==> config.mk <==
export PLATFORM = sky130hd
export DESIGN_NAME = at_response_frame_parser_top
export DESIGN_NICKNAME = d
export VERILOG_FILES = /design/src/design/at_rfp_pkg.sv /design/src/design/at_rfp_engine.sv /design/src/design/at_response_frame_parser_top.sv
export VERILOG_INCLUDE_DIRS = /design/src /design/src/design
export SDC_FILE = /design/constraint.sdc
export NUM_CORES = 1
export LEC_CHECK = 0
export BUFFER_PORTS_ARGS = -buffer_cell sky130_fd_sc_hd__buf_2
export CAP_MARGIN = 20
export CORE_MARGIN = 8
export CORE_UTILIZATION = 44
export DETAILED_ROUTE_END_ITERATION = 6
export PLACE_DENSITY_LB_ADDON = 0.05
export RECOVER_POWER = 100
export SLEW_MARGIN = 40
export SYNTH_ARGS = -nofsm -noshare
export SYNTH_HDL_FRONTEND = slang
export SYNTH_SLANG_ARGS = --single-unit
==> constraint.sdc <==
create_clock -name clk -period 5.4 [get_ports clk]
set_clock_uncertainty 0.05 [all_clocks]
set_input_delay 1.08 -clock clk [delete_from_list [all_inputs] [get_ports clk]]
set_output_delay 1.08 -clock clk [all_outputs]
set_load 0.03 [all_outputs]
==> src/design/assert_macros.svh <==
// Assertion macros used by the at_rfp engine.
`ifndef ASSERT_MACROS_SVH
`define ASSERT_MACROS_SVH
`ifndef ASSERT_OFF
`define AST_CLK(lbl, clk, rstn, prop, msg) \
	lbl: assert property (@(posedge clk) disable iff (!(rstn)) (prop)) else $error(msg);
`define AST_NEVER(lbl, clk, rstn, cond, msg) \
	lbl: assert property (@(posedge clk) disable iff (!(rstn)) !(cond)) else $error(msg);
`else
`define AST_CLK(lbl, clk, rstn, prop, msg)
`define AST_NEVER(lbl, clk, rstn, cond, msg)
`endif
`endif

==> src/design/at_rfp_pkg.sv <==
// Types and constants for the AT response frame parser.
package at_rfp_pkg;
	localparam int BUF_SIZE = 256;
	localparam int FILL_W   = $clog2(BUF_SIZE + 1);
	localparam int INDEX_W  = 8;
	localparam int LEN_W    = 9;
	localparam int HDR_LEN  = 6;
	localparam int SHORT_LEN = 2;

	localparam logic [7:0] CHAR_CR = 8'h0D;
	localparam logic [7:0] CHAR_LF = 8'h0A;
	localparam logic [7:0] CHAR_PLUS = 8'h2B;
	localparam logic [7:0] CHAR_MINUS = 8'h2D;
	localparam logic [7:0] CHAR_ZERO = 8'h30;
	localparam logic [7:0] CHAR_NINE = 8'h39;

	typedef enum logic [1:0] {
		PH_SKIP   = 2'd0,
		PH_DIGITS = 2'd1,
		PH_DONE   = 2'd3
	} phase_t;

	typedef struct packed {
		logic               store_valid;
		logic               buffer_select;
		logic [INDEX_W-1:0] write_index;
		logic [7:0]         store_data;
		logic               message_done;
		logic [LEN_W-1:0]   message_length;
		logic               overflow;
	} res_t;

	// "+RECV:" header characters by position
	function automatic logic [7:0] hdr_char(input logic [2:0] idx);
		logic [7:0] ch;
		case (idx)
			3'd0: ch = 8'h2B;
			3'd1: ch = 8'h52;
			3'd2: ch = 8'h45;
			3'd3: ch = 8'h43;
			3'd4: ch = 8'h56;
			3'd5: ch = 8'h3A;
			default: ch = 8'h00;
		endcase
		return ch;
	endfunction
endpackage

==> src/design/at_rfp_engine.sv <==
// Line/payload framing state and per-byte result logic.
`include "assert_macros.svh"
module at_rfp_engine (
	input  logic              clk,
	input  logic              arst_n,
	input  logic              en,
	input  logic [7:0]        rx_byte,
	output at_rfp_pkg::res_t  res
);
	import at_rfp_pkg::*;

	logic [FILL_W-1:0] fill_q, fill_n;
	logic [7:0]        prev_q, prev_n;
	logic              prefix_q, prefix_n;
	phase_t            phase_q, phase_n;
	logic              neg_q, neg_n;
	logic [7:0]        acc_q, acc_n;
	logic [7:0]        pay_q, pay_n;
	logic              active_q, active_n;

	logic              full;
	logic              done;
	logic              restart;
	logic              crlf;
	logic              is_digit;
	logic [7:0]        digit;
	logic [FILL_W-1:0] fill_inc;

	always_comb begin
		full     = fill_q >= FILL_W'(BUF_SIZE);
		fill_inc = fill_q + FILL_W'(1);
		is_digit = (rx_byte >= CHAR_ZERO) && (rx_byte <= CHAR_NINE);
		digit    = rx_byte - CHAR_ZERO;
		crlf     = (fill_q != '0) && (prev_q == CHAR_CR) && (rx_byte == CHAR_LF);

		fill_n   = fill_q;
		prev_n   = prev_q;
		prefix_n = prefix_q;
		phase_n  = phase_q;
		neg_n    = neg_q;
		acc_n    = acc_q;
		pay_n    = pay_q;
		active_n = active_q;
		done     = 1'b0;
		restart  = 1'b0;

		res                = '0;
		res.buffer_select  = active_q;

		if (full) begin
			restart      = 1'b1;
			res.overflow = 1'b1;
		end else begin
			fill_n = fill_inc;
			prev_n = rx_byte;
			if (pay_q != 8'd0) begin
				pay_n = pay_q - 8'd1;
				done  = (pay_q == 8'd1);
			end else begin
				if (fill_q < FILL_W'(HDR_LEN)) begin
					if (rx_byte != hdr_char(fill_q[2:0]))
						prefix_n = 1'b0;
				end else if (prefix_q) begin
					// atoi-style count after the header, mod 256
					case (phase_q)
						PH_SKIP: begin
							if (rx_byte inside {8'h20, [8'h09:8'h0D]}) begin
								phase_n = PH_SKIP;
							end else if (rx_byte == CHAR_PLUS || rx_byte == CHAR_MINUS) begin
								neg_n   = (rx_byte == CHAR_MINUS);
								phase_n = PH_DIGITS;
							end else if (is_digit) begin
								acc_n   = digit;
								phase_n = PH_DIGITS;
							end else begin
								phase_n = PH_DONE;
							end
						end
						PH_DIGITS: begin
							if (is_digit)
								acc_n = (acc_q << 3) + (acc_q << 1) + digit;
							else
								phase_n = PH_DONE;
						end
						default: phase_n = phase_q;
					endcase
				end

				if (crlf) begin
					if (fill_q >= FILL_W'(HDR_LEN) && prefix_q)
						pay_n = neg_q ? (8'd0 - acc_q) : acc_q;
					else if (fill_q >= FILL_W'(SHORT_LEN))
						done = 1'b1;
					else
						restart = 1'b1;
				end
			end

			res.store_valid = 1'b1;
			res.write_index = fill_q[INDEX_W-1:0];
			res.store_data  = rx_byte;
			res.message_done = done;
			if (done)
				res.message_length = LEN_W'(fill_inc);
		end

		if (done) begin
			active_n = ~active_q;
			restart  = 1'b1;
		end

		if (restart) begin
			fill_n   = '0;
			prefix_n = 1'b1;
			phase_n  = PH_SKIP;
			neg_n    = 1'b0;
			acc_n    = 8'd0;
		end
	end

	always_ff @(posedge clk or negedge arst_n) begin
		if (!arst_n) begin
			fill_q   <= '0;
			prev_q   <= 8'd0;
			prefix_q <= 1'b1;
			phase_q  <= PH_SKIP;
			neg_q    <= 1'b0;
			acc_q    <= 8'd0;
			pay_q    <= 8'd0;
			active_q <= 1'b0;
		end else if (en) begin
			fill_q   <= fill_n;
			prev_q   <= prev_n;
			prefix_q <= prefix_n;
			phase_q  <= phase_n;
			neg_q    <= neg_n;
			acc_q    <= acc_n;
			pay_q    <= pay_n;
			active_q <= active_n;
		end
	end

	`AST_CLK(a_done_swaps, clk, arst_n, en && res.message_done |=> active_q != $past(active_q), "buffer not swapped after message")
	`AST_CLK(a_ovf_clears, clk, arst_n, en && res.overflow |=> fill_q == '0, "fill not cleared on overflow")
	`AST_NEVER(a_fill_range, clk, arst_n, fill_q > FILL_W'(BUF_SIZE), "fill count beyond buffer size")
	`AST_CLK(a_pay_dec, clk, arst_n, en && !res.overflow && pay_q != 8'd0 |=> pay_q == $past(pay_q) - 8'd1, "payload count not decremented")
endmodule

==> src/design/at_response_frame_parser_top.sv <==
// Byte stream in, buffer write/complete transactions out.
//
// s_* channel: one received UART byte per transaction (s_tdata[7:0]).
// m_* channel: one result per input byte: the buffer write of that byte,
// or an overflow report when the active buffer was already full.
// m_tlast marks a byte that completes a message; m_tuser names the
// ping-pong buffer that is written or completed.
// A byte accepted into the input register passes through the framing logic
// into the result register, which presents it on m_*.
// Throughput: one byte per cycle while m_tready is high; the input
// register and the result register each hold one transaction, and the
// framing state updates as a byte moves from the input register to the result.
// When m_tready is low the result holds, the input register fills, and
// s_tready then drops until the result is taken.
// Reset (arst_n low) empties both registers, clears fill count and payload
// count, restarts header/count parsing and selects buffer 0.
module at_response_frame_parser_top (
	input  logic        clk,
	input  logic        arst_n,
	input  logic        s_tvalid,
	output logic        s_tready,
	input  logic [7:0]  s_tdata,   // [7:0] rx_byte
	output logic        m_tvalid,
	input  logic        m_tready,
	output logic [31:0] m_tdata,   // [0] store_valid, [8:1] write_index, [16:9] store_data,
	                               // [25:17] message_length, [26] overflow, [31:27] zero
	output logic        m_tlast,   // message_done
	output logic        m_tuser    // buffer_select
);
	import at_rfp_pkg::*;

	logic       vld_s1;
	logic [7:0] byte_s1;
	logic       vld_s2;
	res_t       res_s2;
	res_t       res;
	logic       advance;

	assign advance  = vld_s1 && (!vld_s2 || m_tready);
	assign s_tready = !vld_s1 || advance;

	at_rfp_engine u_engine (
		.clk     (clk),
		.arst_n  (arst_n),
		.en      (advance),
		.rx_byte (byte_s1),
		.res     (res)
	);

	always_ff @(posedge clk or negedge arst_n) begin
		if (!arst_n) begin
			vld_s1 <= 1'b0;
			vld_s2 <= 1'b0;
		end else begin
			if (s_tvalid && s_tready)
				vld_s1 <= 1'b1;
			else if (advance)
				vld_s1 <= 1'b0;
			if (advance)
				vld_s2 <= 1'b1;
			else if (m_tready)
				vld_s2 <= 1'b0;
		end
	end

	always_ff @(posedge clk) begin
		if (s_tvalid && s_tready)
			byte_s1 <= s_tdata;
		if (advance)
			res_s2 <= res;
	end

	assign m_tvalid = vld_s2;
	assign m_tlast  = res_s2.message_done;
	assign m_tuser  = res_s2.buffer_select;
	assign m_tdata  = {5'd0, res_s2.overflow, res_s2.message_length, res_s2.store_data,
		res_s2.write_index, res_s2.store_valid};
endmodule
==> metrics.txt, run 1 <==
status complete, but fails checks; failing checks max-capacitance violations, max-slew violations; Stages on worst setup path 8; via count approximately 3.2k; synth unique cells 67; RR Startpoint byte_s1[4]; core area approximately 10000 sq um; Post-CTS Hold Buffers 0; Mapped Avg Cell Area approximately 11 sq um; gr usage total 0.147; Worst EP required roughly 5600 ps; Routed wire per std cell approximately 16 um; largest net degree at the start of global routing 41; Synth Register Bits between 70 and 80; root buf cell clkbuf_8; Num Clock Sinks 77; Final ANT Viol Nets 0; CP Launch Type register; worst-margin pin slew around 2300 ps; hold depth 1; fin worst setup slack between 1000 and 1500 ps; crit path buf inv count 1; Tmin final around 3900 ps; unrepaired setup endpoints after global routing no; GRT overflow 0; 1st-pass router iterations 4; Slew Viols, Final 48; DIE WIDTH ~120 um; clk_lat worst skew between 300 and 400 ps; clock-pin slew on the worst setup and hold paths around 80 ps; Via density approximately 5.3; synthesized area roughly 4500 sq um; YS warnings 0; setup_tns 0 ps; Worst Setup End Kind register; DRC 0; share of layout cells above drive strength 1 0.0980; detailed placer's ending HPWL 6950 um; Detailed Route WL ~9500 um; final hold vios 0; most common cell after layout, fill and taps aside dfrtp_1; Fillers 1003; final cell count without fillers between 500 and 600; crit path kind register to register; Critical Path Max Stage Delay ~1400 ps; H-tree levels 3; arrival time worst endpoint roughly 4100 ps; # Max-Cap Violations 2; asr flop ratio synth 0.519; fin util 0.483; worst-path cell chain inv_1, ha_1, nor4bb_1, nand4_1, nor4b_1, nor2_8, nor2_1, nor3_1; first-pass GRT wire length around 16000 um; die area about 14000 sq um; Design Area, Final between 4000 and 5000 sq um; hold path startpoint u_engine.active_q; Reg2Reg Depth 8; delay-heaviest family, CP simple AND/OR/NAND/NOR gates; diode count 0; CTS Buf Count 9; EDFF count, synth 37; most frequent cells in the layout dfrtp_1, nor2_1, edfxtp_1; sequential cell area fraction in the yosys report 0.471; Worst VDD drop about 0.00015 V; IO Pins 48; worst slack at placement 2130 ps; GPL Wtd Cong approximately 0.86; Clock Path Buffers 2; vias in the first global route approximately 3.2k; Rel. slew slack -0.525; Crit Path Max Fanout 8; Worst Hold Class register to register; I/O Buffers 42; Setup Buffers After CTS 0; Layout area overhead 8.62%; # rows 37; PwrDens between 400 and 500 nW/um^2; initial core utilization 0.445; Final setup viols 0; initial antenna violation count 0; CTS tree built; fin crit share 0.731; Total Nets Final 490; WHS 425 ps; Gate Count Post-Synth approximately 420; Leakage about 1.9 nW; Setup crit start byte_s1[4]; Fmax achieved about 250 MHz; Die Span Y approximately 120 um; dpl cell area 4780 sq um; Synth Flop Type dfrtp_1; post-CTS sizing 0; number of cells after detailed placement slightly below 600; total power draw between 1.5 and 2 mW; Iteration-0 DRC Markers 120; CP max stage cell nor4b_1
==> registers in the layout, summed over array words and instances (netlist names), 2 cells and up <==
register	cells
u_engine.prev_q	8
u_engine.pay_q	8
m_tdata	27
byte_s1	8
u_engine.phase_q	2
u_engine.acc_q	8
u_engine.fill_q	9
==> per-layer routing <==
metal | wire, um | global-route usage
met5 | 0 | 0
met1 | 4210 | 0.177
met3 | 460 | 0.0298
met4 | 183 | 0.0631
met2 | 4620 | 0.251
==> power by group <==
group | switching [mW] | total (mW) | internal, mW
clock network | 0.208 | 0.470 | 0.262
registers | 0.140 | 0.883 | 0.743
logic | 0.375 | 0.612 | 0.237
total | 0.723 | 1.97 | 1.24
==> cell usage after synthesis, types with 5 or more instances <==
master,count,area [sq um]
mux2i_1,9,90.1
dfrtp_1,39,976
fa_1,5,100
nand2_1,23,86.3
a21oi_1,21,105
nor2b_1,13,81.3
xnor2_1,15,131
nand3_1,11,55.1
ha_1,19,238
clkbuf_1,8,30.0
o22ai_1,5,31.3
mux2_2,9,101
nor3_1,9,45.0
edfxtp_1,37,1110
inv_1,30,113
xor2_1,6,52.6
nor2_1,37,139
a211oi_1,7,52.6
buf_2,6,30.0
o21ai_0,17,85.1
buf_4,6,45.0
nand2b_1,8,50.1
==> area by class of cell <==
cell class,instances,area (sq um),area share
Inverter,30,113,0.0231
Sequential cell,77,2110,0.434
Tap cell,136,170,0.0349
Clock buffer,11,131,0.0270
Clock inverter,5,83.8,0.0172
Timing Repair Buffer,44,178,0.0365
Multi-Input combinational cell,292,2080,0.428
==> worst paths after layout <==
| check | endpoint | slack, ps |
|---|---|---|
| max | u_engine.acc_q[5] | 1450 |
| min | u_engine.active_q | 430 |
| max reg2reg | u_engine.acc_q[5] | 1450 |
| min reg2reg | u_engine.active_q | 430 |
| max in group asynchronous | u_engine.phase_q[0] | 2640 |
| min in group asynchronous | u_engine.acc_q[2] | 1360 |
==> cells by family (layout without fill, tap and decap cells) <==
group	after synthesis	after routing	share of synthesized area
simple gates	136	136	0.171
compound gates	88	88	0.145
flops	77	77	0.471
buf+inv	53	90	0.0527
fa+ha+maj	24	24	0.0753
xor+xnor	21	21	0.0410
mux	18	18	0.0427
other cells	1	5	0.000836
Note: power is estimated with default switching activity, not from simulation.
==> run 2, diff against run 1 <==
==> constraint.sdc (replaced) <==
create_clock -name clk -period 3.21 [get_ports clk]
set_clock_uncertainty 0.05 [all_clocks]
set_input_delay 0.642 -clock clk [delete_from_list [all_inputs] [get_ports clk]]
set_output_delay 0.642 -clock clk [all_outputs]
set_load 0.03 [all_outputs]
==> metrics.txt, run 2 (synthesis gave the netlist of run 1 again) <==
delay-heaviest family, CP adder cells; final hold vios 0; share of layout cells above drive strength 1 0.116; GRT overflow 0; reg2reg end u_engine.acc_q[7]; Post-CTS Hold Buffers 0; core area about 10000 sq um; Die Span Y 117 um; DRC 0; via count 3178; Net Sw Frac 0.383; Final ANT Viol Nets 0; most frequent CP cell ha_1; Fmax achieved around 340 MHz; # rows 37; most frequent cells in the layout dfrtp_1, nor2_1, edfxtp_1; number of cells after detailed placement between 500 and 600; gr usage total 0.154; setup_tns 0 ps; H-tree levels 3; WHS 405 ps; Slew Viols, Final slightly above 70; Total Nets Final approximately 500; Reg2Reg Depth 11; combinational power share 0.340; 1st-pass router iterations 4; total power draw between 3 and 4 mW; arrival time worst endpoint 3080 ps; Detailed Route WL around 10000 um; crit path buf inv count 2; crit path kind register to register; Net Switching 1.26 mW; Leakage slightly below 2 nW; Clock Path Buffers 2; hold depth 1; IO Pins 48; final cell count without fillers about 600; # Max-Cap Violations 2; Via density approximately 5.3; RR Startpoint byte_s1[4]; CP Launch Type register; hold path startpoint s_tdata[3]; Tmin final between 2000 and 3000 ps; worst-margin pin slew 2410 ps; flip-flop and latch area 2110 sq um; Crit Path Max Fanout 4; initial core utilization 0.445; CP max stage cell fa_1; Worst R2R Setup Slack between 300 and 400 ps; status complete, but fails checks; Final setup viols 0; Cell Int Power 2.03 mW; Routed wire per std cell 16.6 um; I/O Buffers 42; initial antenna violation count 0; first-pass GRT wire length between 15000 and 20000 um; Worst Setup End Kind register; GPL Wtd Cong ~0.81; PwrDens between 600 and 700 nW/um^2; CTS tree built; die area roughly 14000 sq um; vias in the first global route 3204; root buf cell clkbuf_8; unrepaired setup endpoints after global routing no; Iteration-0 DRC Markers around 130; worst-path cell chain buf_4, ha_1, xor2_1, fa_1, inv_1, ha_1, or2_2, o22ai_1, mux2i_1, xnor2_1, o21ai_0; fin crit share 0.904; Worst EP required ~3400 ps; multi-input logic area between 2000 and 2500 sq um; clk_lat worst skew 360 ps; most common cell after layout, fill and taps aside dfrtp_1; detailed placer's ending HPWL approximately 7100 um; Fillers 1018; Layout area overhead 9.70%; worst hold endpoint byte_s1[3]; sequential share of power 0.436; Num Clock Sinks 77; failing checks max-capacitance violations, max-slew violations; max FFs per register 27; DIE WIDTH between 100 and 150 um; clock-pin slew on the worst setup and hold paths roughly 80 ps; Critical Path Max Stage Delay ~510 ps; Worst Hold Class input port to register; largest net degree at the start of global routing 41; Rel. slew slack -0.609; CTS Buf Count 9; clock network fraction of design power 0.224; post-CTS sizing 0; diode count 0; Worst VDD drop 0.000273 V
-- run 2: cell types whose count changed in the layout (fill, tap and decap cells not counted), sizes merged --
cell and delta:
bufinv -1, clkinv +2, buf +5
-- run 2: worst max-delay path by stage --
stage	from	endpoint	slack, ps	cells after the start
after global routing	byte_s1[4]	u_engine.acc_q[7]	90	12
after CTS	byte_s1[4]	u_engine.acc_q[7]	240	11
after floorplan	byte_s1[4]	u_engine.acc_q[7]	610	11
after detailed placement	byte_s1[4]	u_engine.acc_q[7]	270	12
after global placement	byte_s1[4]	u_engine.acc_q[7]	350	12
final	byte_s1[4]	u_engine.acc_q[7]	310	11
-- run 2: through the flow --
stage,cell area [sq um],setup WS (ps),utilization
after detailed placement,4810,265,0.477
after CTS,5000,243,0.496
final,4920,309,0.488
after global placement,4810,351,0.477
after global routing,4920,90.9,0.488
after floorplan,4500,606,-
-- run 2: per-layer routing --
| layer | GRT usage | vias to the layer above | wire length [um] |
|---|---|---|---|
| li1 | - | 1576 | - |
| met4 | 0.0742 | 0 | 182 |
| met3 | 0.0236 | 13 | 399 |
| met5 | 0 | - | 0 |
| met1 | 0.192 | 1532 | 4660 |
| met2 | 0.257 | 57 | 4720 |
-- run 2: timing repair --
item | 4_1_cts | 5_1_grt
setup endpoints to repair | 0 | 1
hold endpoints to repair | 0 | 0
setup buffers | 0 | 1
-- run 2: area by class of cell --
cell class	count	area share
Multi-Input combinational cell	292	0.430
Sequential cell	77	0.429
Tap cell	136	0.0346
Inverter	30	0.0229
Timing Repair Buffer	50	0.0445
Clock inverter	6	0.0127
Clock buffer	10	0.0259
-- run 2: power by group through the flow --
stage | Combinational, mW | Clock (mW) | Sequential [mW]
2_1_floorplan | 0.843 | 0 | 1.48
5_1_grt | 1.24 | 0.795 | 1.47
3_3_place_gp | 1.17 | 0 | 1.45
6_report | 1.12 | 0.738 | 1.44
4_1_cts | 1.18 | 0.752 | 1.43
3_5_place_dp | 1.17 | 0 | 1.45
==> run 3, diff against run 2 <==
--- a/config.mk
+++ b/config.mk
@@ -10,6 +10,7 @@
 export CAP_MARGIN = 20
 export CORE_MARGIN = 8
 export CORE_UTILIZATION = 44
+export CTS_BUF_LIST = sky130_fd_sc_hd__clkbuf_4 sky130_fd_sc_hd__clkbuf_8 sky130_fd_sc_hd__clkbuf_16
 export DETAILED_ROUTE_END_ITERATION = 6
 export PLACE_DENSITY_LB_ADDON = 0.05
 export RECOVER_POWER = 100
==> metrics.txt, run 3 (synthesis gave the netlist of run 1 again) <==
final hold vios 0; # rows 37; DIE WIDTH around 120 um; Worst Setup End Kind register; IO Pins 48; die area ~14000 sq um; Total Nets Final approximately 500; reg2reg end u_engine.acc_q[7]; unrepaired setup endpoints after global routing no; initial core utilization 0.445; vias in the first global route 3204; setup_tns 0 ps; Fmax achieved 345 MHz; root buf cell clkbuf_8; Die Span Y between 100 and 150 um; flip-flop and latch area about 2100 sq um; Rel. slew slack -0.609; CTS tree built; Worst R2R Setup Slack approximately 310 ps; Worst VDD drop between 0.0002 and 0.0003 V; worst-margin pin slew about 2400 ps; hold path startpoint s_tdata[3]; Leakage slightly below 2 nW; first-pass GRT wire length roughly 16000 um; Final ANT Viol Nets 0; Final setup viols 0; CTS Buf Count 9; Post-CTS Hold Buffers 0; Reg2Reg Depth 11; combinational power share 0.339; Worst Hold Class input port to register; core area between 10000 and 15000 sq um; hold depth 1; Net Switching 1.26 mW; Fillers between 1k and 1.5k; largest net degree at the start of global routing roughly 40; fin util 0.488; RR Startpoint byte_s1[4]; total power draw 3.30 mW; most frequent cells in the layout dfrtp_1, nor2_1, edfxtp_1; diode count 0; Net Sw Frac 0.382; Tmin final approximately 2900 ps; I/O Buffers 42; 1st-pass router iterations 4; CP Launch Type register; Clock Path Buffers 2; Routed wire per std cell between 15 and 20 um; Layout area overhead 9.79%; PwrDens ~670 nW/um^2; arrival time worst endpoint roughly 3100 ps; Worst EP required between 3000 and 4000 ps; Num Clock Sinks 77; failing checks max-capacitance violations, max-slew violations; sequential share of power 0.435; DRC 0; clock-pin slew on the worst setup and hold paths ~80 ps; fin crit share 0.904; detailed placer's ending HPWL 7150 um; Slew Viols, Final 71; status complete, but fails checks; via count about 3.2k; gr usage total 0.154; Detailed Route WL around 10000 um; clock network fraction of design power 0.226; most common cell after layout, fill and taps aside dfrtp_1; # Max-Cap Violations 2; Cell Int Power around 2.0 mW; initial antenna violation count 0; worst hold endpoint byte_s1[3]; share of layout cells above drive strength 1 0.118; H-tree levels 3; Iteration-0 DRC Markers approximately 130; GPL Wtd Cong between 0.8 and 0.9; crit path kind register to register; GRT overflow 0; multi-input logic area roughly 2100 sq um; clk_lat worst skew approximately 360 ps; Via density 5.29; Crit Path Max Fanout 4; max FFs per register 27
run 3: changes by cell type in the layout (fill, tap and decap cells not counted):
cell      change
clkbuf_4      +1
clkbuf_1      -1
run 3: routing by layer:
| layer | wire length, um | global-route usage | vias to the layer above |
|---|---|---|---|
| li1 | - | - | 1576 |
| met1 | 4650 | 0.192 | 1533 |
| met2 | 4730 | 0.257 | 57 |
| met3 | 399 | 0.0236 | 13 |
| met4 | 182 | 0.0742 | 0 |
| met5 | 0 | 0 | - |
run 3: worst max-delay path by stage:
stage	startpoint	endpoint	slack, ps
final	byte_s1[4]	u_engine.acc_q[7]	310
after global routing	byte_s1[4]	u_engine.acc_q[7]	90
after CTS	byte_s1[4]	u_engine.acc_q[7]	240
after detailed placement	byte_s1[4]	u_engine.acc_q[7]	270
after global placement	byte_s1[4]	u_engine.acc_q[7]	350
after floorplan	byte_s1[4]	u_engine.acc_q[7]	610
run 3: area by class of cell:
type / instances / area share
clock buffers: 10 / 0.0267
clock inverters: 6 / 0.0127
inverters: 30 / 0.0229
multi-input cells: 292 / 0.430
flip-flops and latches: 77 / 0.429
well taps: 136 / 0.0345
repair buffers: 50 / 0.0445
run 3: metrics by stage:
stage | hold WS (ps) | cell area [sq um] | setup slack, ps | std cells
after floorplan | 296 | 4500 | 606 | 422
after global placement | 408 | 4810 | 351 | 584
after detailed placement | 418 | 4810 | 265 | 584
after CTS | 237 | 5010 | 243 | 600
after global routing | 384 | 4930 | 90.9 | 601
final | 405 | 4930 | 309 | 601
run 3: repair_timing:
item	CTS	global route
resized for setup	0	0
endpoints found under the setup margin	0	1
buffers inserted	0	1
run 3: worst max-delay path, cell delays in order, from the launching register on:
cell and delay (ps):
edfxtp_1 440, buf_4 180, ha_1 220, xor2_1 180
fa_1 510, inv_1 40, ha_1 190, or2_2 270
o22ai_1 160, mux2i_1 250, xnor2_1 160, o21ai_0 120
run 3: power groups by stage:
stage	Sequential (mW)	Combinational (mW)	Clock [mW]
2_1_floorplan	1.48	0.843	0
3_3_place_gp	1.45	1.17	0
3_5_place_dp	1.45	1.17	0
4_1_cts	1.43	1.18	0.761
5_1_grt	1.47	1.24	0.803
6_report	1.44	1.12	0.746
